## src/hw/rtl/frd_pkg.sv

```systemverilog
package frd_pkg;

	localparam int GUARD = 3;
	localparam int KBITS = 26;
	localparam int DW = 40;
	localparam int SPLIT = 16;
	localparam int GINV_W = 27;
	localparam logic signed [63:0] PI60 = 64'sh3243F6A8885A308D;

	typedef struct packed {
		logic signed [33:0] hd;
		logic signed [31:0] px;
		logic signed [31:0] py;
		logic signed [31:0] qx;
		logic signed [31:0] qy;
		logic nz;
		logic neg;
	} pose_sb_t;

	typedef struct packed {
		logic [31:0] rx;
		logic [31:0] ry;
		logic [31:0] hd;
		logic far;
	} dist_sb_t;

	function automatic logic [63:0] udiv64(input logic [63:0] num, input logic [63:0] den);
		logic [63:0] q;
		logic [64:0] r;
		q = '0;
		r = '0;
		for (int i = 63; i >= 0; i--) begin
			r = {r[63:0], num[i]};
			if (r >= {1'b0, den}) begin
				r = r - {1'b0, den};
				q[i] = 1'b1;
			end
		end
		return q;
	endfunction

	function automatic logic signed [63:0] atan_q60(input int idx);
		logic signed [63:0] sum;
		logic signed [63:0] term;
		int e;
		sum = '0;
		if (idx == 0) begin
			sum = PI60 >>> 2;
		end else begin
			for (int k = 0; k < 64; k++) begin
				e = idx * (2 * k + 1);
				if (e <= 60) begin
					term = $signed(udiv64(64'(64'sd1 <<< (60 - e)), 64'(2 * k + 1)));
					sum = ((k & 1) != 0) ? sum - term : sum + term;
				end
			end
		end
		return sum;
	endfunction

	function automatic logic [GINV_W-1:0] gain_inv(input int stages);
		logic signed [63:0] x;
		logic signed [63:0] y;
		logic signed [63:0] xs;
		logic signed [63:0] ys;
		int n;
		x = 64'sd1 <<< 30;
		y = '0;
		n = (stages < 32) ? stages : 32;
		for (int i = 0; i < 32; i++) begin
			if (i < n) begin
				xs = x >>> i;
				ys = y >>> i;
				if (y > 0) begin
					x = x + ys;
					y = y - xs;
				end else begin
					x = x - ys;
					y = y + xs;
				end
			end
		end
		if (x <= 0) begin
			x = 64'sd1;
		end
		return GINV_W'(udiv64(64'(64'sd1 <<< (KBITS + 30)), 64'(x)));
	endfunction

	function automatic logic [63:0] pi_q(input int frac);
		return (PI60 + (64'sd1 <<< (59 - frac))) >>> (60 - frac);
	endfunction

	function automatic logic [63:0] twopi_q(input int frac);
		return (PI60 + (64'sd1 <<< (58 - frac))) >>> (59 - frac);
	endfunction

	function automatic logic [31:0] sat_s32(input logic signed [DW-1:0] v);
		logic [31:0] r;
		if (v > DW'(64'sd2147483647)) begin
			r = 32'h7FFFFFFF;
		end else if (v < -DW'(64'sd2147483648)) begin
			r = 32'h80000000;
		end else begin
			r = v[31:0];
		end
		return r;
	endfunction

endpackage

```

## src/hw/rtl/frd_vec_cell.sv

```systemverilog
module frd_vec_cell #(
	parameter int IDX = 0,
	parameter int SBW = 1
) (
	input  logic clk,
	input  logic en,
	input  logic signed [frd_pkg::DW-1:0] x_i,
	input  logic signed [frd_pkg::DW-1:0] y_i,
	input  logic [SBW-1:0] sb_i,
	output logic signed [frd_pkg::DW-1:0] x_o,
	output logic signed [frd_pkg::DW-1:0] y_o,
	output logic [SBW-1:0] sb_o
);
	import frd_pkg::*;

	logic signed [DW-1:0] xs;
	logic signed [DW-1:0] ys;

	assign xs = x_i >>> IDX;
	assign ys = y_i >>> IDX;

	always_ff @(posedge clk) begin
		if (en) begin
			if (y_i > 0) begin
				x_o <= x_i + ys;
				y_o <= y_i - xs;
			end else begin
				x_o <= x_i - ys;
				y_o <= y_i + xs;
			end
			sb_o <= sb_i;
		end
	end
endmodule

```

## config.mk

```make
export PLATFORM = sky130hd
export DESIGN_NAME = frd_vec_cell
export DESIGN_NICKNAME = d
export VERILOG_FILES = /design/src/hw/rtl/frd_pkg.sv /design/src/hw/rtl/frd_vec_cell.sv
export SDC_FILE = /design/constraint.sdc
export NUM_CORES = 1
export LEC_CHECK = 0
export BUFFER_PORTS_ARGS = -buffer_cell sky130_fd_sc_hd__buf_2
export CAP_MARGIN = 0
export CORE_UTILIZATION = 60
export DETAILED_ROUTE_END_ITERATION = 8
export PLACE_DENSITY = 0.84
export SETUP_SLACK_MARGIN = 0.05
export SYNTH_ARGS = -nofsm -noshare
export SYNTH_HDL_FRONTEND = slang
export SYNTH_SLANG_ARGS = --single-unit
export TNS_END_PERCENT = 10
```

## constraint.sdc

```tcl
create_clock -name clk -period 9 [get_ports clk]
set_clock_uncertainty 0.05 [all_clocks]
set_input_delay 0.9 -clock clk [delete_from_list [all_inputs] [get_ports clk]]
set_output_delay 0.9 -clock clk [all_outputs]
set_load 0.1 [all_outputs]
```

==> run_results.csv <==
group,metric,value,unit
synthesis,yosys.area_share.simple,14.7,%
power,combinationalPowerShare,54.5,%
outcome,status,"finished, final reports clean",
synthesis,synth_top_family_by_area,"compound AO/OA/AOI/OAI gates",
synthesis,synth-main-ff-cell,"edfxtp_1",
grt,grt_pass1_vias,9044,
floorplanning,dieArea,16600,um^2
floorplanning,die_x,129,um
clocking,cts_setup_buffers,0,
timing,tightest_slew,1.04,ns
synthesis,synthCells,1204,
floorplanning,rows,45,
setup_path,end_kind,"flop",
clocking,clockRootBuffer,"clkbuf_16",
floorplanning,io_pins,164,
synthesis,synth-compound-area-share,27.5,%
power,powerDensity,188,nW/um^2
clocking,path_clk_slew,0.07,ns
synthesis,yosys.area.top_type,"edfxtp_1",
synthesis,avgSynthCellArea,8.00,um^2
clocking,htreeDepth,3,
grt,grt_pass1_wl,49500,um
routing,vias,10100,
power,seqPwrFrac,25.3,%
placed_design,hpwl,26100,um
routing,post_drt_via_cell_ratio,6.51,
clocking,cts-resized-gates,0,
grt,grt_usage,39.3,%
layout,fin_nets,1542,
clocking,cts.sinks,80,
setup_path,cp.required,9.05,ns
setup_path,arrival,4.51,ns
clocking,cts-buffers-inserted,9,
routing,drt-initial-drc-count,1593,
placed_design,gp_congestion,1.03,
grt,antenna_found_initial,0,
timing,tns,0,ns
power,p_leak,4.70,nW
clocking,clock_path_buffers,2,
routing,drtAntennaViolNets,0,
synthesis,synth_edf_count,80,
synthesis,synthAdderAreaFrac,17.2,%
setup_path,crit_path_end,"x_o[38]",
synthesis,ys_seq_elements,80,
grt,grt_max_degree,81,
setup_path,crit_type,"in2reg",
timing,timing.fmax,224,MHz
synthesis,muxShareOfSynthArea,1.45,%
synthesis,syn_nets,1418,
timing,hold_violations,0,
layout,area_delta_synth_final,12.5,%
setup_path,startpoint,"y_i[0]",
timing,fin_crit,4.46,ns
hold_path,hold_class,"in2reg",
timing,whs,0.675,ns
setup_path,worstPathMaxFanout,4,
power,ir_drop,0.126,mV
power,power,2.03,mW
power,p_int,982,uW
layout,n_fill_cell,1263,
power,p_clk_share,20.1,%
timing,slew-limit-headroom,30.8,%
synthesis,synthArstFlopShare,0,%
synthesis,synth_area,9640,um^2
synthesis,synth_most_common_cell,"a21oi_1",
synthesis,synthTopCellsByCount,"a21oi_1 (177), ha_1 (128), inv_1 (122), nor2_1 (99), o21ai_0 (85)",
routing,drtPass1Iterations,6,
synthesis,synthXorXnorAreaFrac,6.91,%
floorplanning,die_y,129,um
clocking,postCtsHoldBufs,0,
timing,fin_ws,4.54,ns
timing,fin_crit_sh,49.6,%
timing,rsz0062_at_grt,"no",
power,power.switching,1.05,mW
hold_path,hold_path_depth,1,
floorplanning,start_util,62.5,%
timing,setup_viol,0,
flow_run,drv_cap,0,
floorplanning,core,15400,um^2
synthesis,ys_types,72,
synthesis,ys_top_cells_by_area,"edfxtp_1 (25%), ha_1 (17%), a21oi_1 (9.2%), xnor2_1 (6.9%), inv_1 (4.8%)",
placed_design,numPortBuffers,163,
routing,drt-total-wl,32700,um
placed_design,dp_worst_setup_slack,4.37,ns
synthesis,yosysWarningCount,0,
synthesis,synth.top_cell.area_share,24.9,%
timing,drv_slew,0,
clocking,cts_tree,"yes",
routing,drc,0,
routing,post_drt_wl_per_cell,21.2,um
synthesis,ys_seq_area_share,24.9,%
setup_path,startpoint_type,"input port",
grt,grt-ovfl-total,0,
layout,drive_above_1_share,15.2,%
power,switching_share,51.7,%
layout,num_antenna_cells,0,
==> flip-flops by register name (all words and copies together), names as in the netlist <==
name	count
sb_o	1
x_o	40
y_o	39
==> worst min-delay path by stage <==
stage / from / to / slack (ns)
final: sb_i / sb_o / 0.67
after detailed placement: sb_i / sb_o / 1.03
after CTS: sb_i / sb_o / 0.67
after global routing: sb_i / sb_o / 0.68
after global placement: sb_i / sb_o / 1.03
after floorplan: sb_i / sb_o / 0.95
==> cell families (layout without fill, tap and decap cells) <==
kind of cell	after synthesis	in the layout
compound gates	425	425
xor+xnor	76	76
fa+ha+maj	131	131
buf+inv	180	309
flops	80	80
mux	14	14
simple gates	298	298
==> cell usage in the layout (no fill, tap or decap), types with 9 or more instances in the layout <==
cell type | netlist | layout
inv_1 | 122 | 122
nand3_1 | 21 | 21
o21ai_0 | 85 | 85
mux2i_1 | 14 | 14
a21oi_1 | 177 | 176
a211oi_1 | 20 | 20
nor3_1 | 32 | 32
xnor2_1 | 76 | 76
o211ai_1 | 13 | 13
buf_2 | 4 | 162
nor2_1 | 99 | 99
edfxtp_1 | 80 | 80
o21bai_1 | 20 | 20
o31ai_1 | 13 | 13
nand2_1 | 61 | 61
nand4_1 | 14 | 14
clkbuf_16 | 0 | 9
ha_1 | 128 | 128
a21o_1 | 13 | 12
nor2b_1 | 10 | 10
nand2b_1 | 13 | 13
nor4_1 | 21 | 21
==> power by group through the flow <==
stage	sequential, mW	combinational, mW	clock (mW)
floorplan	0.980	0.398	0
global placement	0.520	1.09	0
detailed placement	0.522	1.08	0
CTS	0.515	1.09	0.407
global route	0.521	1.16	0.417
finish	0.515	1.11	0.410
==> metal layers <==
layer / global-route usage, % / part of all wire, % / vias to the layer above
met5: 0 / 0 / -
met4: 14.0 / 3.2 / 0
met3: 7.57 / 12 / 89
met2: 59.5 / 43 / 728
met1: 55.5 / 42 / 4664
li1: - / - / 4574
==> metrics by stage <==
stage               area, um^2  util, %  instances
finish                   10800     70.3       1544
global route             10800     70.3       1544
CTS                      10800     70.3       1544
detailed placement       10500     68.3       1528
global placement         10500     68.3       1528
floorplan                 9640        -       1204
==> cell type report <==
| type | instances | area, um^2 | area share [%] |
|---|---|---|---|
| Clock buffer | 10 | 229 | 2.11 |
| Clock inverter | 6 | 83.8 | 0.773 |
| Inverter | 128 | 485 | 4.48 |
| Sequential cell | 80 | 2400 | 22.2 |
| Multi-Input combinational cell | 944 | 6550 | 60.4 |
| Timing Repair Buffer | 165 | 833 | 7.69 |
| Tap cell | 211 | 264 | 2.43 |
==> worst max-delay path, cell delays in order <==
cell and delay [ns]:
buf_2 0.15, ha_1 0.23, fa_1 0.43, nor2b_1 0.17
o21ai_1 0.32, a32o_2 0.31, a211oi_1 0.14, o22a_4 0.28
a2111oi_4 0.52, nor2_1 0.10, a311oi_1 0.60, a21oi_1 0.19
xnor2_1 0.17
No activity file was read; power rests on OpenSTA's default activity.
