## config.mk

```make
export PLATFORM = sky130hd
export DESIGN_NAME = frd_mod_cell
export DESIGN_NICKNAME = d
export VERILOG_FILES = /design/src/hw/rtl/frd_pkg.sv /design/src/hw/rtl/frd_mod_cell.sv
export SDC_FILE = /design/constraint.sdc
export NUM_CORES = 1
export LEC_CHECK = 0
export BUFFER_PORTS_ARGS = -buffer_cell sky130_fd_sc_hd__buf_2
export CAP_MARGIN = 20
export CORE_ASPECT_RATIO = 0.75
export CORE_MARGIN = 2
export CORE_UTILIZATION = 30
export DETAILED_ROUTE_END_ITERATION = 10
export SLEW_MARGIN = 25
export SYNTH_ARGS = -nofsm -noshare
export SYNTH_HDL_FRONTEND = slang
export SYNTH_SLANG_ARGS = --single-unit
export TNS_END_PERCENT = 20
```

## constraint.sdc

```tcl
create_clock -name clk -period 5.2 [get_ports clk]
set_input_delay 0 -clock clk [delete_from_list [all_inputs] [get_ports clk]]
set_output_delay 0 -clock clk [all_outputs]
set_load 0.05 [all_outputs]
```

## src/hw/rtl/frd_pkg.sv

```systemverilog
package frd_pkg;

	localparam int GUARD = 3;
	localparam int KBITS = 26;
	localparam int DW = 40;
	localparam int SPLIT = 16;
	localparam int GINV_W = 27;
	localparam logic signed [63:0] PI60 = 64'sh3243F6A8885A308D;

	typedef struct packed {
		logic signed [33:0] hd;
		logic signed [31:0] px;
		logic signed [31:0] py;
		logic signed [31:0] qx;
		logic signed [31:0] qy;
		logic nz;
		logic neg;
	} pose_sb_t;

	typedef struct packed {
		logic [31:0] rx;
		logic [31:0] ry;
		logic [31:0] hd;
		logic far;
	} dist_sb_t;

	function automatic logic [63:0] udiv64(input logic [63:0] num, input logic [63:0] den);
		logic [63:0] q;
		logic [64:0] r;
		q = '0;
		r = '0;
		for (int i = 63; i >= 0; i--) begin
			r = {r[63:0], num[i]};
			if (r >= {1'b0, den}) begin
				r = r - {1'b0, den};
				q[i] = 1'b1;
			end
		end
		return q;
	endfunction

	function automatic logic signed [63:0] atan_q60(input int idx);
		logic signed [63:0] sum;
		logic signed [63:0] term;
		int e;
		sum = '0;
		if (idx == 0) begin
			sum = PI60 >>> 2;
		end else begin
			for (int k = 0; k < 64; k++) begin
				e = idx * (2 * k + 1);
				if (e <= 60) begin
					term = $signed(udiv64(64'(64'sd1 <<< (60 - e)), 64'(2 * k + 1)));
					sum = ((k & 1) != 0) ? sum - term : sum + term;
				end
			end
		end
		return sum;
	endfunction

	function automatic logic [GINV_W-1:0] gain_inv(input int stages);
		logic signed [63:0] x;
		logic signed [63:0] y;
		logic signed [63:0] xs;
		logic signed [63:0] ys;
		int n;
		x = 64'sd1 <<< 30;
		y = '0;
		n = (stages < 32) ? stages : 32;
		for (int i = 0; i < 32; i++) begin
			if (i < n) begin
				xs = x >>> i;
				ys = y >>> i;
				if (y > 0) begin
					x = x + ys;
					y = y - xs;
				end else begin
					x = x - ys;
					y = y + xs;
				end
			end
		end
		if (x <= 0) begin
			x = 64'sd1;
		end
		return GINV_W'(udiv64(64'(64'sd1 <<< (KBITS + 30)), 64'(x)));
	endfunction

	function automatic logic [63:0] pi_q(input int frac);
		return (PI60 + (64'sd1 <<< (59 - frac))) >>> (60 - frac);
	endfunction

	function automatic logic [63:0] twopi_q(input int frac);
		return (PI60 + (64'sd1 <<< (58 - frac))) >>> (59 - frac);
	endfunction

	function automatic logic [31:0] sat_s32(input logic signed [DW-1:0] v);
		logic [31:0] r;
		if (v > DW'(64'sd2147483647)) begin
			r = 32'h7FFFFFFF;
		end else if (v < -DW'(64'sd2147483648)) begin
			r = 32'h80000000;
		end else begin
			r = v[31:0];
		end
		return r;
	endfunction

endpackage

```

## src/hw/rtl/frd_mod_cell.sv

```systemverilog
module frd_mod_cell #(
	parameter int SHIFT = 0,
	parameter int FRAC = 16,
	parameter int SBW = 1
) (
	input  logic clk,
	input  logic en,
	input  logic [31:0] rem_i,
	input  logic [SBW-1:0] sb_i,
	output logic [31:0] rem_o,
	output logic [SBW-1:0] sb_o
);
	import frd_pkg::*;

	localparam logic [33:0] SUB = 34'(twopi_q(FRAC) << SHIFT);

	always_ff @(posedge clk) begin
		if (en) begin
			if ({2'b00, rem_i} >= SUB) begin
				rem_o <= rem_i - SUB[31:0];
			end else begin
				rem_o <= rem_i;
			end
			sb_o <= sb_i;
		end
	end
endmodule

```

==> qor.yml, run 1 <==
outcome:
  status: "completed"
sta:
  rsz0062_at_grt: "no"
  slew-limit-headroom: 0.4913
  maxSlewViolCount: 0
  finalHoldViolCount: 0
  fin_ws_ps: 3036
  tightest_slew_ps: 763.0
  finalCritPeriodShare: 0.4162
  fin_crit_ps: 2164
  fmax_mhz: 462.1
  final.setup.tns_ps: 0
  setup_viol: 0
synth:
  netlist_instances: 154
  syn-cell-area_um2: 1851
  synth-seq-area-share: 0.5355
  synth_warnings: 0
  synth-seq-cells: 33
  syn_area_per_cell_um2: 12.02
  syn_nets: 190
  ys_types: 38
drt:
  via_count: 1450
  drtPass1Iterations: 4
  antenna_left: 0
  wirelength_mm: 4.297
  drt_iter0_markers: 50
  drc: 0
  wire_per_inst_um: 14.18
  viasPerCell: 4.785
global_route:
  grt-ovfl-total: 0
  grt_max_degree: 34
  antenna_found_initial: 0
  grtUsageTotal: 0.1309
  grt_pass1_wl_mm: 6.803
  grt_pass1_vias: 1334
setup_path:
  crit_slowest_cell: "or4_4"
  startpoint_type: "input pin"
  max_stage_delay_ps: 570
  cp.arrival_ps: 2200
  critPathKind: "in -> reg"
  path_max_fanout: 17
  cp.required_ps: 5240
  end_kind: "register"
  crit_chain: "buf_2 > or4_4 > a22o_4 > a2111oi_4 > buf_4 > mux2_1"
  cp_num_buf_inv: 2
  cp_top_family: "compound AO/OA/AOI/OAI gates"
run:
  maxCapViolCount: 0
power_and_ir_drop:
  p_sw_frac: 0.3365
  seqPwrFrac: 0.475
  power_density_nw_per_um2: 294.8
  pwr-share-clk: 0.263
  combPwrFrac: 0.262
  p_leak_uw: 0.0009163
  p_int_uw: 458.1
  p_sw_uw: 232.4
  total_power_uw: 690.5
  ir_worst_vdd_v: 0.00009717
clocking:
  ctsHoldBuffers: 1
  ctsResizeCount: 0
  cts_tree: "yes"
  htreeDepth: 2
  clkTransAtPathRegs_ps: 70
  cts.sinks: 33
  root_buffer: "clkbuf_8"
  cts.path.max_buffers: 2
  cts_inserted_buffers: 5
  cts_setup_buffers: 0
final_layout:
  fillers: 611
  area.sequential_um2: 991.0
  antennaDiodeCount: 0
  postLayoutCellArea_um2: 2342
  syn_to_final_growth_pct: 26.57
  multi_input_area_um2: 820.8
  layout_commonest_cell: "buf_2"
  mostFrequentLayoutCells: "67 x buf_2, 33 x edfxtp_1, 21 x xor2_1"
  drive_gt1_frac: 0.3689
  nNetsFinal: 261
hold_path:
  worstHoldStart: "rem_i[31]"
  min_to: "rem_o[31]"
  holdPathStages: 2
  min_path_type: "in -> reg"
die:
  ioPinCount: 68
  die_x_um: 94.69
  rows: 24
  initial_core_util: 0.3144
  fp.dieH_um: 72.02
  die_area_um2: 6819
  coreArea_um2: 5886
place:
  post-place-ws_ps: 2728
  gp_congestion: 0.7971
  hpwl_mm: 3.187
  dpl_cell_area_um2: 2256
  port_buffers: 67
power groups by stage:
stage / Sequential [uW] / Combinational, uW / Clock (uW)
floorplan: 424 / 35.4 / 0
global placement: 334 / 180 / 0
detailed placement: 334 / 181 / 0
CTS: 329 / 182 / 192
global route: 330 / 192 / 204
finish: 328 / 181 / 182
stage by stage:
step                      hold WS [ps]    util  cells
after global routing             34.72  0.3980    303
after global placement           183.7  0.3833    295
after detailed placement         185.1  0.3833    295
after floorplan                  98.87       -    154
after CTS                        31.03  0.3980    303
final                            36.77  0.3980    303
cell usage after synthesis, drive strengths merged:
cell type	n	area, um2
a21oi	6	30.03
nor2	15	56.30
inv	1	3.750
and3	2	12.51
ha	1	12.51
a2111oi	1	27.53
a22o	1	17.52
nand4	1	6.260
xor2	21	183.9
o31a	1	8.760
a21boi	1	7.510
o311a	1	10.01
o21ai	3	15.01
nor3	9	45.04
edfxtp	33	991.0
mux2	4	45.04
o41ai	1	8.760
or4	3	30.03
clkbuf	2	7.510
nand2	6	22.52
nor3b	2	15.01
nor4	11	83.83
nand2b	3	18.77
o21a	2	15.01
or3	4	30.03
xnor2	6	52.55
and2	1	6.260
nand3	3	15.01
o31ai	2	15.01
buf	3	27.52
and4	2	17.52
or2	2	12.52
metal layers:
| metal | track usage | vias up | share of wire |
|---|---|---|---|
| li1 | - | 726 | - |
| met1 | 0.1939 | 662 | 0.48 |
| met2 | 0.1757 | 57 | 0.41 |
| met3 | 0.05296 | 5 | 0.10 |
| met4 | 0.03382 | 0 | 0.0079 |
| met5 | 0 | - | 0 |
final cells by class:
type                    instances  area share
clock buffers                   6     0.03098
inverters                       1    0.001603
multi-input cells             115      0.3504
well taps                      78     0.04167
repair buffers                 69      0.1506
flip-flops and latches         33      0.4231
clock inverters                 1    0.001603
state kept, by name, summed over array words and instances (netlist names):
name	count
rem_o	32
sb_o	1
cell families (layout without fill, tap and decap cells):
family / Yosys count / after routing / synth area share
AND/OR/NAND/NOR: 64 / 64 / 0.2008
flip-flops: 33 / 33 / 0.5355
XOR/XNOR: 27 / 27 / 0.1278
AO/OA/AOI/OAI: 19 / 19 / 0.08384
buffers and inverters: 6 / 77 / 0.02096
multiplexers: 4 / 4 / 0.02434
adder cells (fa/ha/maj): 1 / 1 / 0.006760
worst max-delay path by stage:
| stage | from | end | depth (start not counted) |
|---|---|---|---|
| 6_report | rem_i[10] | rem_o[1] | 6 |
| 3_5_place_dp | rem_i[10] | rem_o[1] | 6 |
| 2_1_floorplan | rem_i[10] | rem_o[1] | 5 |
| 4_1_cts | rem_i[10] | rem_o[1] | 6 |
| 3_3_place_gp | rem_i[10] | rem_o[1] | 6 |
| 5_1_grt | rem_i[19] | rem_o[1] | 6 |
Note: power is estimated with default switching activity, not from simulation.
==> run 2: changes to the inputs <==
Clock period 5.2 ns to 2.2 ns, I/O delays scaled along.
==> run 2 against run 1 <==
Effect of this change:
- design area is 2.1% higher
- global-route usage is 0.064 points higher
- hold slack hardly changed
- via count is 1.4% higher
- sequential share of layout area is 0.86 points lower
- non-clock buffer count is 6 higher
- critical endpoint is now rem_o[21]
- combinational power is 140% higher
- count of clock-buffer cells in the layout is 2 higher
- core utilization is 0.83 points higher
- cell count is 2.3% higher
==> qor.yml, run 2 (synthesis gave the netlist of run 1 again) <==
outcome:
  status: "completed"
final_layout:
  syn_to_final_growth_pct: 29.21
  postLayoutCellArea_um2: 2391
  layout_commonest_cell: "buf_2"
  fillers: 600
  nNetsFinal: 267
  final_cells: 310
  antennaDiodeCount: 0
  mostFrequentLayoutCells: "67 x buf_2, 33 x edfxtp_1, 21 x xor2_1"
  largest_reg_flops: 32
  top_regs: "rem_o x32, sb_o x1"
  top_register: "rem_o"
  drive_gt1_frac: 0.3836
sta:
  tightest_slew_ps: 751.5
  slew-limit-headroom: 0.4990
  finalCritPeriodShare: 0.8321
  fmax_mhz: 546.3
  rsz0062_at_grt: "no"
  setup_viol: 0
  maxSlewViolCount: 0
  final.setup.tns_ps: 0
  fin_crit_ps: 1831
  finalHoldViolCount: 0
place:
  hpwl_mm: 3.216
  gp_congestion: 0.7394
  port_buffers: 67
  dp.cells: 301
  dpl_cell_area_um2: 2301
setup_path:
  end_kind: "register"
  startpoint_type: "input pin"
  cp.arrival_ps: 1850
  critPathKind: "in -> reg"
  startpoint: "rem_i[10]"
  cp.required_ps: 2220
  path_max_fanout: 18
drt:
  drc: 0
  wire_per_inst_um: 13.83
  via_count: 1471
  antenna_left: 0
  wirelength_mm: 4.288
  drtPass1Iterations: 4
  viasPerCell: 4.745
  drt_iter0_markers: 52
die:
  coreArea_um2: 5886
  initial_core_util: 0.3144
  die_area_um2: 6819
  die_x_um: 94.69
  fp.dieH_um: 72.02
  ioPinCount: 68
  rows: 24
clocking:
  cts.path.max_buffers: 2
  cts_inserted_buffers: 5
  cts_setup_buffers: 0
  htreeDepth: 2
  ctsResizeCount: 0
  clkTransAtPathRegs_ps: 60
  ctsHoldBuffers: 1
  root_buffer: "clkbuf_8"
  cts_tree: "yes"
  cts.sinks: 33
power_and_ir_drop:
  total_power_uw: 1642
  power_density_nw_per_um2: 686.8
  p_leak_uw: 0.0009471
  ir_worst_vdd_v: 0.0002434
hold_path:
  min_path_type: "in -> reg"
  worstHoldStart: "rem_i[5]"
global_route:
  grt-ovfl-total: 0
  grt_pass1_wl_mm: 6.810
  grt_pass1_vias: 1408
  grt_max_degree: 34
  antenna_found_initial: 0
  grtUsageTotal: 0.1315
run:
  maxCapViolCount: 0
## run 2: cell types whose count changed in the layout (fill, tap and decap cells not counted)
cell | before | now
clkinv_1 | 1 | 0
buf_4 | 1 | 7
clkbuf_1 | 1 | 3
## run 2: worst paths after layout
check | cells after the start | end | slack [ps]
setup / recovery | 7 | rem_o[21] | 370
hold / removal | 2 | rem_o[5] | 40
## run 2: metal layers
layer	track usage	up-vias	share of wire
met1	0.1885	677	0.48
met4	0.04348	0	0.013
li1	-	739	-
met2	0.1844	47	0.42
met3	0.04673	8	0.078
met5	0	-	0
## run 2: where the power goes
group	leakage (uW)	switching [uW]	internal [uW]
clock network	0.0000395	209	225
logic	0.000585	320	112
registers	0.000323	13.6	763
## run 2: final cells by class
type / count / area [um2] / share of cell area
multi-input combinational: 115 / 820.8 / 0.3433
inverter: 1 / 3.754 / 0.001570
tap: 78 / 97.59 / 0.04082
timing repair buffer: 75 / 397.9 / 0.1664
clock buffer: 8 / 80.08 / 0.03349
sequential: 33 / 991.0 / 0.4144
## run 2: worst max-delay path, cell delays in order
cell       delay (ps)
buf_2             110
or4_4             570
a22o_4            320
a2111oi_4         310
buf_4             290
nor4_1             90
xor2_1            160
## run 2: through the flow
stage          utilization  hold WS (ps)  worst slack, ps
3_5_place_dp        0.3909         185.1            65.46
4_1_cts             0.4063         32.71            375.4
2_1_floorplan            -         98.87            161.6
6_report            0.4063         37.05            369.4
5_1_grt             0.4063         38.57            248.1
3_3_place_gp        0.3909         183.2            96.31
==> run 3: changes to the inputs <==
Clock period 2.2 ns to 1.9 ns, I/O delays scaled along.
==> run 3 against run 2 <==
Effect of this change:
- routed wire length up 4.7%
- sequential share of layout area down 2.7 points
- total power up 19%
- hold slack worse by 16 ps
- die area unchanged
- non-clock buffer count up 22
- first-iteration DRC count up 5.8%
==> qor.yml, run 3 (synthesis gave the netlist of run 1 again) <==
outcome:
  status: "completed"
clocking:
  htreeDepth: 2
  root_buffer: "clkbuf_8"
  clkTransAtPathRegs_ps: 70
  cts_tree: "yes"
  cts.path.max_buffers: 2
  cts_inserted_buffers: 5
  cts_setup_buffers: 0
  cts.sinks: 33
die:
  die_area_um2: 6819
  ioPinCount: 68
  rows: 24
  fp.dieH_um: 72.02
  initial_core_util: 0.3144
  coreArea_um2: 5886
  die_x_um: 94.69
hold_path:
  holdPathStages: 2
  worstHoldStart: "rem_i[23]"
  min_path_type: "in -> reg"
  min_to: "rem_o[23]"
setup_path:
  path_max_fanout: 4
  end_kind: "register"
  cp.arrival_ps: 1930
  crit_chain: "buf_2 > or4_4 > a22o_4 > buf_4 > o31ai_1 > a21boi_0 > mux2_2"
  cp_top_family: "compound AO/OA/AOI/OAI gates"
  max_stage_delay_ps: 540
  cp.required_ps: 1950
  cp_num_buf_inv: 2
  crit_slowest_cell: "or4_4"
  critPathKind: "in -> reg"
  startpoint_type: "input pin"
final_layout:
  drive_gt1_frac: 0.4449
  postLayoutCellArea_um2: 2559
  top_register: "rem_o"
  nNetsFinal: 289
  largest_reg_flops: 32
  syn_to_final_growth_pct: 38.27
  layout_commonest_cell: "buf_2"
  top_regs: "rem_o x32, sb_o x1"
  final_cells: 332
  mostFrequentLayoutCells: "67 x buf_2, 33 x edfxtp_1, 29 x buf_4"
  antennaDiodeCount: 0
power_and_ir_drop:
  p_sw_uw: 660.4
  power_density_nw_per_um2: 761.7
  p_int_uw: 1288
  p_leak_uw: 0.001055
  pwr-share-clk: 0.267
  combPwrFrac: 0.272
  p_sw_frac: 0.3388
  seqPwrFrac: 0.461
  total_power_uw: 1949
  ir_worst_vdd_v: 0.0002290
drt:
  via_count: 1569
  drc: 0
  drt_iter0_markers: 55
  viasPerCell: 4.726
  wirelength_mm: 4.488
  antenna_left: 0
  wire_per_inst_um: 13.52
  drtPass1Iterations: 4
global_route:
  grt-ovfl-total: 0
  grtUsageTotal: 0.1395
  antenna_found_initial: 0
  grt_pass1_vias: 1482
  grt_max_degree: 34
  grt_pass1_wl_mm: 7.093
sta:
  finalHoldViolCount: 0
  rsz0062_at_grt: "no"
  timing.hold.ws_ps: 20.97
  final.setup.tns_ps: 0
  maxSlewViolCount: 0
  slew-limit-headroom: 0.4849
  finalCritPeriodShare: 0.9928
  fin_crit_ps: 1886
  setup_viol: 0
  fmax_mhz: 530.1
  tightest_slew_ps: 772.6
place:
  gp_congestion: 0.7858
  dpl_cell_area_um2: 2466
  dp.cells: 323
  hpwl_mm: 3.387
  port_buffers: 67
run:
  maxCapViolCount: 0
[run 3: changes by cell type in the layout (fill, tap and decap cells not counted), sizes merged]
cell    change
buf        +22
clkbuf      -2
clkinv      +2
[run 3: final cells by class]
| cell class | count | area (um2) |
|---|---|---|
| inverter | 1 | 3.754 |
| clock buffer | 6 | 72.57 |
| timing repair buffer | 97 | 563.0 |
| tap | 78 | 97.59 |
| clock inverter | 2 | 10.01 |
| sequential | 33 | 991.0 |
| multi-input combinational | 115 | 820.8 |
| fill | 615 | 3327 |
[run 3: how the worst max path moves through the flow]
stage	from	to	depth (start not counted)
after floorplan	rem_i[10]	rem_o[1]	5
after global placement	rem_i[10]	rem_o[18]	7
after detailed placement	rem_i[10]	rem_o[18]	7
after CTS	rem_i[10]	rem_o[18]	7
after global routing	rem_i[10]	rem_o[18]	7
final	rem_i[10]	rem_o[18]	7
[run 3: timing repair]
action	4_1_cts	5_1_grt
hold buffers	1	0
resized for setup	0	0
endpoints found under the hold margin	1	0
[run 3: metrics by stage]
stage,setup WS (ps),util
6_report,13.68,0.4347
5_1_grt,0.3555,0.4347
4_1_cts,61.34,0.4347
3_5_place_dp,-246.3,0.4190
3_3_place_gp,-205.0,0.4190
2_1_floorplan,-138.4,-
[run 3: metal layers]
metal / vias up / wire length (um) / track usage
li1: 784 / - / -
met1: 730 / 2217 / 0.1893
met2: 47 / 1939 / 0.2080
met3: 8 / 250 / 0.03946
met4: 0 / 80 / 0.06280
met5: - / 0 / 0
[run 3: power by group through the flow]
stage,Combinational [uW],Clock [uW],Sequential (uW)
after floorplan,96.8,0,1160
after global placement,526,0,916
after detailed placement,530,0,913
after CTS,534,536,899
after global routing,563,567,904
final,529,521,898
