==> config.mk <==
export PLATFORM = sky130hd
export DESIGN_NAME = frd_scale
export DESIGN_NICKNAME = d
export VERILOG_FILES = /design/src/hw/rtl/frd_pkg.sv /design/src/hw/rtl/frd_scale.sv
export SDC_FILE = /design/constraint.sdc
export NUM_CORES = 1
export LEC_CHECK = 0
export BUFFER_PORTS_ARGS = -buffer_cell sky130_fd_sc_hd__buf_2
export CAP_MARGIN = 5
export CORE_MARGIN = 4
export CORE_UTILIZATION = 50
export DETAILED_ROUTE_END_ITERATION = 6
export HOLD_SLACK_MARGIN = 0.05
export PLACE_DENSITY = 0.67
export SYNTH_ARGS = -nofsm -noshare
export SYNTH_HDL_FRONTEND = slang
export SYNTH_SLANG_ARGS = --single-unit
==> constraint.sdc <==
create_clock -name clk -period 10.3 [get_ports clk]
set_input_delay 1.545 -clock clk [delete_from_list [all_inputs] [get_ports clk]]
set_output_delay 1.545 -clock clk [all_outputs]
set_load 0.05 [all_outputs]
==> src/hw/rtl/frd_pkg.sv <==
package frd_pkg;

	localparam int GUARD = 3;
	localparam int KBITS = 26;
	localparam int DW = 40;
	localparam int SPLIT = 16;
	localparam int GINV_W = 27;
	localparam logic signed [63:0] PI60 = 64'sh3243F6A8885A308D;

	typedef struct packed {
		logic signed [33:0] hd;
		logic signed [31:0] px;
		logic signed [31:0] py;
		logic signed [31:0] qx;
		logic signed [31:0] qy;
		logic nz;
		logic neg;
	} pose_sb_t;

	typedef struct packed {
		logic [31:0] rx;
		logic [31:0] ry;
		logic [31:0] hd;
		logic far;
	} dist_sb_t;

	function automatic logic [63:0] udiv64(input logic [63:0] num, input logic [63:0] den);
		logic [63:0] q;
		logic [64:0] r;
		q = '0;
		r = '0;
		for (int i = 63; i >= 0; i--) begin
			r = {r[63:0], num[i]};
			if (r >= {1'b0, den}) begin
				r = r - {1'b0, den};
				q[i] = 1'b1;
			end
		end
		return q;
	endfunction

	function automatic logic signed [63:0] atan_q60(input int idx);
		logic signed [63:0] sum;
		logic signed [63:0] term;
		int e;
		sum = '0;
		if (idx == 0) begin
			sum = PI60 >>> 2;
		end else begin
			for (int k = 0; k < 64; k++) begin
				e = idx * (2 * k + 1);
				if (e <= 60) begin
					term = $signed(udiv64(64'(64'sd1 <<< (60 - e)), 64'(2 * k + 1)));
					sum = ((k & 1) != 0) ? sum - term : sum + term;
				end
			end
		end
		return sum;
	endfunction

	function automatic logic [GINV_W-1:0] gain_inv(input int stages);
		logic signed [63:0] x;
		logic signed [63:0] y;
		logic signed [63:0] xs;
		logic signed [63:0] ys;
		int n;
		x = 64'sd1 <<< 30;
		y = '0;
		n = (stages < 32) ? stages : 32;
		for (int i = 0; i < 32; i++) begin
			if (i < n) begin
				xs = x >>> i;
				ys = y >>> i;
				if (y > 0) begin
					x = x + ys;
					y = y - xs;
				end else begin
					x = x - ys;
					y = y + xs;
				end
			end
		end
		if (x <= 0) begin
			x = 64'sd1;
		end
		return GINV_W'(udiv64(64'(64'sd1 <<< (KBITS + 30)), 64'(x)));
	endfunction

	function automatic logic [63:0] pi_q(input int frac);
		return (PI60 + (64'sd1 <<< (59 - frac))) >>> (60 - frac);
	endfunction

	function automatic logic [63:0] twopi_q(input int frac);
		return (PI60 + (64'sd1 <<< (58 - frac))) >>> (59 - frac);
	endfunction

	function automatic logic [31:0] sat_s32(input logic signed [DW-1:0] v);
		logic [31:0] r;
		if (v > DW'(64'sd2147483647)) begin
			r = 32'h7FFFFFFF;
		end else if (v < -DW'(64'sd2147483648)) begin
			r = 32'h80000000;
		end else begin
			r = v[31:0];
		end
		return r;
	endfunction

endpackage

==> src/hw/rtl/frd_scale.sv <==
module frd_scale #(
	parameter int STAGES = 16,
	parameter int LANES = 1,
	parameter int SBW = 1
) (
	input  logic clk,
	input  logic en,
	input  logic signed [frd_pkg::DW-1:0] v_i [LANES],
	input  logic [SBW-1:0] sb_i,
	output logic signed [frd_pkg::DW-1:0] v_o [LANES],
	output logic [SBW-1:0] sb_o
);
	import frd_pkg::*;

	localparam logic [GINV_W-1:0] GINV = gain_inv(STAGES);
	localparam int RSH = KBITS + GUARD;
	localparam int AW = DW + RSH + 4;
	localparam logic signed [AW-1:0] RND = AW'(64'sd1 <<< (RSH - 1));

	logic signed [DW-SPLIT+GINV_W:0] ph_s1 [LANES];
	logic [SPLIT+GINV_W-1:0] pl_s1 [LANES];
	logic [SBW-1:0] sb_s1;
	logic signed [AW-1:0] acc [LANES];

	always_ff @(posedge clk) begin
		if (en) begin
			for (int l = 0; l < LANES; l++) begin
				ph_s1[l] <= $signed(v_i[l][DW-1:SPLIT]) * $signed({1'b0, GINV});
				pl_s1[l] <= v_i[l][SPLIT-1:0] * GINV;
			end
			sb_s1 <= sb_i;
		end
	end

	always_comb begin
		for (int l = 0; l < LANES; l++) begin
			acc[l] = (AW'(ph_s1[l]) <<< SPLIT) + AW'($signed({1'b0, pl_s1[l]})) + RND;
		end
	end

	always_ff @(posedge clk) begin
		if (en) begin
			for (int l = 0; l < LANES; l++) begin
				v_o[l] <= acc[l][RSH+DW-1:RSH];
			end
			sb_o <= sb_s1;
		end
	end
endmodule

==> results of run 1 <==
[metrics by stage]
stage          setup slack, ps  area, um^2  hold WS [ps]  util, %
2_1_floorplan             2720       23500           400        -
3_3_place_gp              2120       24600           417     53.0
3_5_place_dp              2090       24600           415     53.0
4_1_cts                   2510       25200           427     54.3
5_1_grt                   2170       25200           448     54.3
6_report                  2490       25200           425     54.3
[kinds of logic after synthesis]
kind of cell / after synthesis / synth area share, %
AND/OR/NAND/NOR: 209 / 4.49
AO/OA/AOI/OAI: 263 / 7.62
flip-flops: 117 / 15.0
XOR/XNOR: 103 / 3.84
adder cells (fa/ha/maj): 847 / 58.6
buffers and inverters: 654 / 10.5
[flip-flops by register name (all words and copies together), names as in the netlist]
signal  count
ph_s1      50
v_o        40
pl_s1      25
sb_o        1
sb_s1       1
[layer usage]
| metal | track usage (%) | up-vias |
|---|---|---|
| li1 | - | 7144 |
| met1 | 32.2 | 7617 |
| met2 | 39.3 | 351 |
| met3 | 6.12 | 94 |
| met4 | 6.94 | 0 |
| met5 | 0 | - |
[cells in the final DEF, fill, tap and decap left out, types with 11 or more instances in the layout]
| cell | Yosys | routed |
|---|---|---|
| xor2_1 | 36 | 36 |
| nand2_1 | 57 | 57 |
| nor3_1 | 11 | 11 |
| inv_1 | 638 | 638 |
| a21oi_1 | 79 | 79 |
| clkbuf_16 | 0 | 17 |
| ha_1 | 424 | 424 |
| nor2_1 | 45 | 45 |
| o21ai_0 | 33 | 33 |
| nand3_1 | 23 | 23 |
| a21o_1 | 60 | 60 |
| buf_2 | 0 | 82 |
| fa_1 | 423 | 423 |
| and3_1 | 12 | 12 |
| nand4_1 | 15 | 15 |
| edfxtp_1 | 117 | 117 |
| xnor2_1 | 67 | 67 |
[area by class of cell]
| type | instances | share of cell area [%] |
|---|---|---|
| Sequential cell | 117 | 13.9 |
| Multi-Input combinational cell | 1422 | 69.5 |
| Clock inverter | 14 | 0.685 |
| Clock buffer | 18 | 1.70 |
| Inverter | 639 | 9.51 |
| Timing Repair Buffer | 84 | 1.69 |
| Tap cell | 607 | 3.01 |
[worst max-delay path: stages]
cell and delay, ps:
buf_2 190, ha_1 400, inv_1 170, fa_1 540, inv_1 70, fa_1 490, inv_1 60, fa_1 500
inv_1 50, fa_1 500, fa_1 560, inv_1 50, fa_1 520, inv_1 40, ha_1 430, and2_1 190
nand3_1 100, a211oi_1 340, nand2b_1 210, a21oi_1 120, o31ai_2 340, and4b_1 280, a21oi_1 90, xnor2_1 160
[worst max-delay path by stage]
stage / endpoint / slack (ps) / depth (start not counted)
after global routing: ph_s1[0][47] / 2170 / 21
final: ph_s1[0][42] / 2490 / 24
after detailed placement: ph_s1[0][45] / 2090 / 21
after CTS: ph_s1[0][45] / 2510 / 21
after global placement: ph_s1[0][42] / 2120 / 24
after floorplan: ph_s1[0][45] / 2720 / 22
==> impl_results.md, run 1 <==
* Status: finished, final reports clean
* Hold path depth at 0
* DR DRC count at 0
* DPL Wire Length at 52,000 um
* Startpoint types: input port
* Hold WC Path Type: flip-flop to flip-flop
* R2R depth at 11
* Crit Path Max Fanout at 8
* Final period utilization at 75.8%
* Asr flop ratio synth at 0%
* Number of buffers created by CTS at 17
* Unrepaired setup endpoints after global routing: false
* Die X-Extent at 225 um
* Slew Limit Fails at 0
* Count leader, synth: inv_1
* Max layer used: met4
* Final Hold Fails at 0
* Starting Density at 50.6%
* DRT met1 WL at 24,900 um
* Reg2reg start: ph_s1[0][13]
* DIE HEIGHT at 225 um
* Overall global routing resource usage at 24.1%
* Number of fill cells in the layout at 4,103
* Post-CTS setup buffers at 0
* Reg area at 3510 um^2
* Buffers on Ports at 83
* Cell taking the most area after synthesis: fa_1
* Placed cells at 2,869
* CTS tree: yes
* ANT cells at 0
* Initial antenna violation count at 0
* H-Tree Depth at 4
* Post-synth top area share at 36.1%
* Cell area after synthesis at 23,500 um^2
* DR WL/cell at 19.8 um
* CTS resizes at 0
* Multi-input logic area at 17,500 um^2
* ANT nets after route at 0
* Hold buffer count at cts at 0
* CTS max path bufs at 2
* Post-synthesis net count at 3,083
* Final TNS setup at 0 ps
* EDFF count, synth at 117
* Top post-synthesis cells by area: fa_1 (36%), ha_1 (23%), edfxtp_1 (15%)
* Worst EP arrival at 7970 ps
* Row cnt at 79
* Vias at 15,206
* GR Overflow Total at 0
* I/O Pins at 84
* DR vias/cell at 5.24
* Worst-path clk slew at 60 ps
* RD Place Congestion at 0.972
* Share of cells above drive strength 1 at 6.19%
* Metal2 WL at 27,200 um
* Least-Margin Pin Slew at 991 ps
* Worst slew margin at 34.0%
* Crit path kind: input port to flip-flop
* Clk sinks at 117
* Register bit total from synthesis at 117
* Nets at 3,171
* Routed wl met3 at 3350 um
* R2R Path End: v_o[13]
* Peak Freq at 128 MHz
* First element of the critical path: v_i[19]
* Crit end category: flip-flop
* Mapped Cells at 2,193
* Core Area at 46,500 um^2
* Post-synth top flop: edfxtp_1
* Detailed Routing Iterations Pass 1 at 5
* FF-to-FF setup slack at 6620 ps
* Die Outline Area at 50,500 um^2
* Largest net degree at the start of global routing at 79
* Max cap viols at 0
* Area Growth Syn to Fin at 7.37%
* CTS root buffer: clkbuf_16
* Clock Skew at 10.9 ps
* Iteration-0 DRC count of the detailed router at 763
* Seq/Total Area, Yosys at 15.0%
* Final setup viols at 0
* Critical Path RT at 10,460 ps
* Vias in the first global route at 17,024
* YS warnings at 0
* Distinct cells, synth at 66
* First-pass GRT wire length at 93,100 um
* Crit path time final at 7810 ps
* Synth cell count leaders: inv_1 (638), ha_1 (424), fa_1 (423), edfxtp_1 (117), a21oi_1 (79)
* Avg Inst Size Synth at 10.7 um^2
* Worst Hold End: sb_o
* Worst skew pair latency at 430 ps
* Drt total wl at 57,400 um
* Hold Startpoint: sb_s1
* Finished Layout Cells at 2,901
Power of run 1 is not shown: default switching activity piles up to over one toggle a cycle in this logic, so the estimate is an artifact.
==> inputs of run 2 (changes only) <==
Clock period 10.3 ns to 8 ns, I/O delays scaled along.
==> run 2 against run 1 <==
Via count grew 0.32%. Die area is the same. Critical path depth shrank 3. Design area grew 0.27%. First-iteration DRC count grew 5.2%. Utilization grew 0.15 points. Worst hold slack gained 8.2 ps. Flip-flop and latch count is the same.
==> impl_results.md, run 2 (same netlist as run 1, synthesis figures left out) <==
* Status: finished, final reports clean
* Critical Path RT at 8170 ps
* Initial antenna violation count at 0
* Iteration-0 DRC count of the detailed router at 803
* Worst path bufs/invs at 5
* CTS tree: yes
* DR DRC count at 0
* Max cap viols at 0
* Starting Density at 50.6%
* Worst EP arrival at 7600 ps
* Hold WS at 433 ps
* Die X-Extent at 225 um
* Crit path kind: input port to flip-flop
* Worst skew pair latency at 420 ps
* CP max-delay cell: fa_1
* Slowest stage delay, CP at 570 ps
* Die Outline Area at 50,500 um^2
* Share of cells above drive strength 1 at 6.56%
* Crit Path Max Fanout at 7
* DR WL/cell at 19.8 um
* RD Place Congestion at 0.978
* Area Growth Syn to Fin at 7.66%
* DR vias/cell at 5.24
* H-Tree Depth at 4
* Peak Freq at 134 MHz
* CTS resizes at 0
* Unrepaired setup endpoints after global routing: false
* DIE HEIGHT at 225 um
* Most common cell on crit path: fa_1
* Most frequent cells in the layout: inv_1 (638), ha_1 (424), fa_1 (423)
* Crit-path leading delay family: adder cells
* Multi-input logic area at 17,500 um^2
* Clk sinks at 117
* First-pass GRT wire length at 93,200 um
* Overall global routing resource usage at 24.0%
* Clock Skew at 12.7 ps
* Reg area at 3510 um^2
* Worst-path clk slew at 50 ps
* Final Hold Fails at 0
* Row cnt at 79
* Dpl ws at 185 ps
* Detailed Routing Iterations Pass 1 at 4
* ANT nets after route at 0
* Startpoint types: input port
* Setup ws final at 562 ps
* Number of buffers created by CTS at 17
* Largest registers: ph_s1 (50), v_o (40), pl_s1 (25)
* Crit path cell chain: buf_2, inv_1, fa_1, fa_1, inv_1, fa_1, fa_1, fa_1, fa_1, inv_1, fa_1, inv_1, ha_1, a21oi_1, o221ai_1, a221o_1, a41o_1, a41oi_4, nor2_2, a311oi_2, xnor2_1
* CTS max path bufs at 2
* Slew Limit Fails at 0
* Final setup viols at 0
* Vias at 15,255
* Crit end category: flip-flop
* Commonest non-fill, non-tap cell in the layout: inv_1
* Core Area at 46,500 um^2
* Nets at 3,180
* Number of fill cells in the layout at 4,123
* Hold buffer count at cts at 0
* Worst slew margin at 42.5%
* Buffers on Ports at 83
* DPL Wire Length at 52,400 um
* Hold WC Path Type: flip-flop to flip-flop
* Largest register by flop count: ph_s1
* GR Overflow Total at 0
* Least-Margin Pin Slew at 863 ps
* Vias in the first global route at 16,589
* Crit path time final at 7440 ps
* Final period utilization at 93.0%
* Largest net degree at the start of global routing at 68
* Post-CTS setup buffers at 0
* I/O Pins at 84
* Drt total wl at 57,800 um
* Final TNS setup at 0 ps
* CTS root buffer: clkbuf_16
* Max reg flops at 50
[run 2: cell count changes in the layout (fill, tap and decap cells not counted)]
cell / change
inv_6: -1
buf_4: +9
clkinvlp_4: +1
diode_2: +1
clkinv_1: +1
clkbuf_1: -1
[run 2: area by class of cell]
cell class	instances	area share, %
Clock inverter	15	0.693
Clock buffer	17	1.68
Sequential cell	117	13.9
Antenna cell	1	0.00990
Multi-Input combinational cell	1422	69.3
Timing Repair Buffer	93	1.95
Inverter	639	9.49
Tap cell	607	3.00
[run 2: final timing paths]
check / end / slack (ps) / from / cells past startpoint
setup / recovery: ph_s1[0][45] / 560 / v_i[31] / 21
setup reg to reg: v_o[13] / 4370 / ph_s1[0][14] / 11
hold / removal: sb_o / 430 / sb_s1 / 0
hold reg to reg: sb_o / 430 / sb_s1 / 0
[run 2: metrics by stage]
step / instances / area [um^2] / utilization [%]
detailed placement: 2878 / 24700 / 53.1
global route: 2910 / 25300 / 54.4
finish: 2911 / 25300 / 54.4
global placement: 2878 / 24700 / 53.1
floorplan: 2193 / 23500 / -
CTS: 2910 / 25300 / 54.4
[run 2: layer usage]
layer  vias up  wire length (um)  GRT usage (%)
met1      7747             26500           34.8
li1       7165                 -              -
met5         -                 0              0
met4         0               774           3.72
met3        40              2810           3.62
met2       303             27700           39.6
Power of run 2 is left out for the same reason.
==> inputs of run 3 (changes only) <==
Settings changed: CAP_MARGIN 5 to 20, CORE_UTILIZATION 50 to 31, PLACE_DENSITY 0.67 to unset.
Clock period 8 ns to 9 ns, I/O delays scaled along.
==> run 3 against run 2 <==
Setup slack better by 860 ps. Global-route usage fell by 9.5 points. Critical path depth rose by 3. Non-clock buffer count down 9. Worst hold slack got worse by 12 ps. Wire length fell by 2.8%. First-iteration DRC count fell by 7.6%. Critical path type unchanged.
==> impl_results.md, run 3 (same netlist as run 1, synthesis figures left out) <==
* Status: finished, final reports clean
* Max reg flops at 50
* Buffers on Ports at 83
* Die X-Extent at 283 um
* Area Growth Syn to Fin at 9.38%
* DR WL/cell at 17.2 um
* Drt total wl at 56,200 um
* Nets at 3,171
* Initial antenna violation count at 3
* H-Tree Depth at 4
* Core Area at 74,800 um^2
* Number of fill cells in the layout at 7,533
* Largest net degree at the start of global routing at 66
* Startpoint types: input port
* Crit Path Max Fanout at 8
* Worst-path clk slew at 60 ps
* Final period utilization at 84.2%
* Max cap viols at 0
* DR DRC count at 0
* Hold WS at 421 ps
* CP max-delay cell: fa_1
* Crit path kind: input port to flip-flop
* Reg area at 3510 um^2
* Crit path cell chain: buf_2, ha_1, inv_1, fa_1, inv_1, fa_1, inv_1, fa_1, inv_1, fa_1, fa_1, inv_1, fa_1, inv_1, ha_1, and2_1, nand3_1, a211oi_1, and4b_1, o31ai_1, a21oi_1, o21ai_1, a31o_1, xor2_1
* ANT cells at 0
* Slew Limit Fails at 0
* Post-CTS setup buffers at 0
* Iteration-0 DRC count of the detailed router at 742
* Overall global routing resource usage at 14.6%
* Hold buffer count at cts at 0
* Share of cells above drive strength 1 at 5.97%
* ANT nets after route at 0
* Multi-input logic area at 17,500 um^2
* Unrepaired setup endpoints after global routing: false
* First-pass GRT wire length at 91,100 um
* Worst slew margin at 43.5%
* Dpl ws at 972 ps
* Slowest stage delay, CP at 540 ps
* Peak Freq at 132 MHz
* Clk sinks at 117
* DIE HEIGHT at 283 um
* Hold WC Path Type: flip-flop to flip-flop
* Largest register by flop count: ph_s1
* RD Place Congestion at 0.938
* Util after Layout at 34.3%
* Crit path time final at 7580 ps
* Crit end category: flip-flop
* CTS root buffer: clkbuf_16
* GR Overflow Total at 0
* CTS max path bufs at 2
* I/O Pins at 84
* Largest registers: ph_s1 (50), v_o (40), pl_s1 (25)
* Vias at 14,771
* Worst path bufs/invs at 7
* Setup ws final at 1420 ps
* Least-Margin Pin Slew at 847 ps
* Clock Skew at 13.4 ps
* Die Outline Area at 80,200 um^2
* Final TNS setup at 0 ps
* Crit-path leading delay family: adder cells
* Final Hold Fails at 0
* Commonest non-fill, non-tap cell in the layout: inv_1
* DPL Wire Length at 50,600 um
* Critical Path RT at 9180 ps
* Detailed Routing Iterations Pass 1 at 5
* Worst skew pair latency at 430 ps
* CTS resizes at 0
* Row cnt at 100
* Final setup viols at 0
* FF-to-FF setup slack at 5420 ps
* Most frequent cells in the layout: inv_1 (638), ha_1 (424), fa_1 (423)
* DR vias/cell at 4.53
* Vias in the first global route at 16,165
* Worst EP arrival at 7760 ps
* Number of buffers created by CTS at 17
* Starting Density at 31.4%
* CTS tree: yes
[run 3: worst reg2reg max path, delay by kind of cell (launching register included)]
family / cells / cell delay, ps
compound gates: 6 / 1540
simple gates: 4 / 870
fa+ha+maj: 2 / 570
flops: 1 / 370
[run 3: worst paths after layout]
check | start | endpoint | cells past startpoint
worst max-delay path | v_i[16] | ph_s1[0][48] | 24
worst min-delay path | sb_s1 | sb_o | 0
worst max register to register | ph_s1[0][2] | v_o[39] | 12
worst min register to register | sb_s1 | sb_o | 0
[run 3: final cells by class]
type | count | area share, %
tap | 969 | 4.72
clock inverter | 12 | 0.716
timing repair buffer | 84 | 1.66
inverter | 639 | 9.34
multi-input combinational | 1422 | 68.2
clock buffer | 20 | 1.70
sequential | 117 | 13.7
[run 3: per-stage QoR]
step           instance area (um^2)  std cells
2_1_floorplan                 23500       2193
3_3_place_gp                  25100       3231
3_5_place_dp                  25100       3231
4_1_cts                       25700       3263
5_1_grt                       25700       3263
6_report                      25700       3263
[run 3: metal layers]
layer	track usage, %	routed length [um]	up-vias
li1	-	-	7141
met1	20.4	26700	7298
met2	23.1	25700	271
met3	3.14	2790	55
met4	3.24	1010	6
met5	0	41	-
Power of run 3 is left out for the same reason.
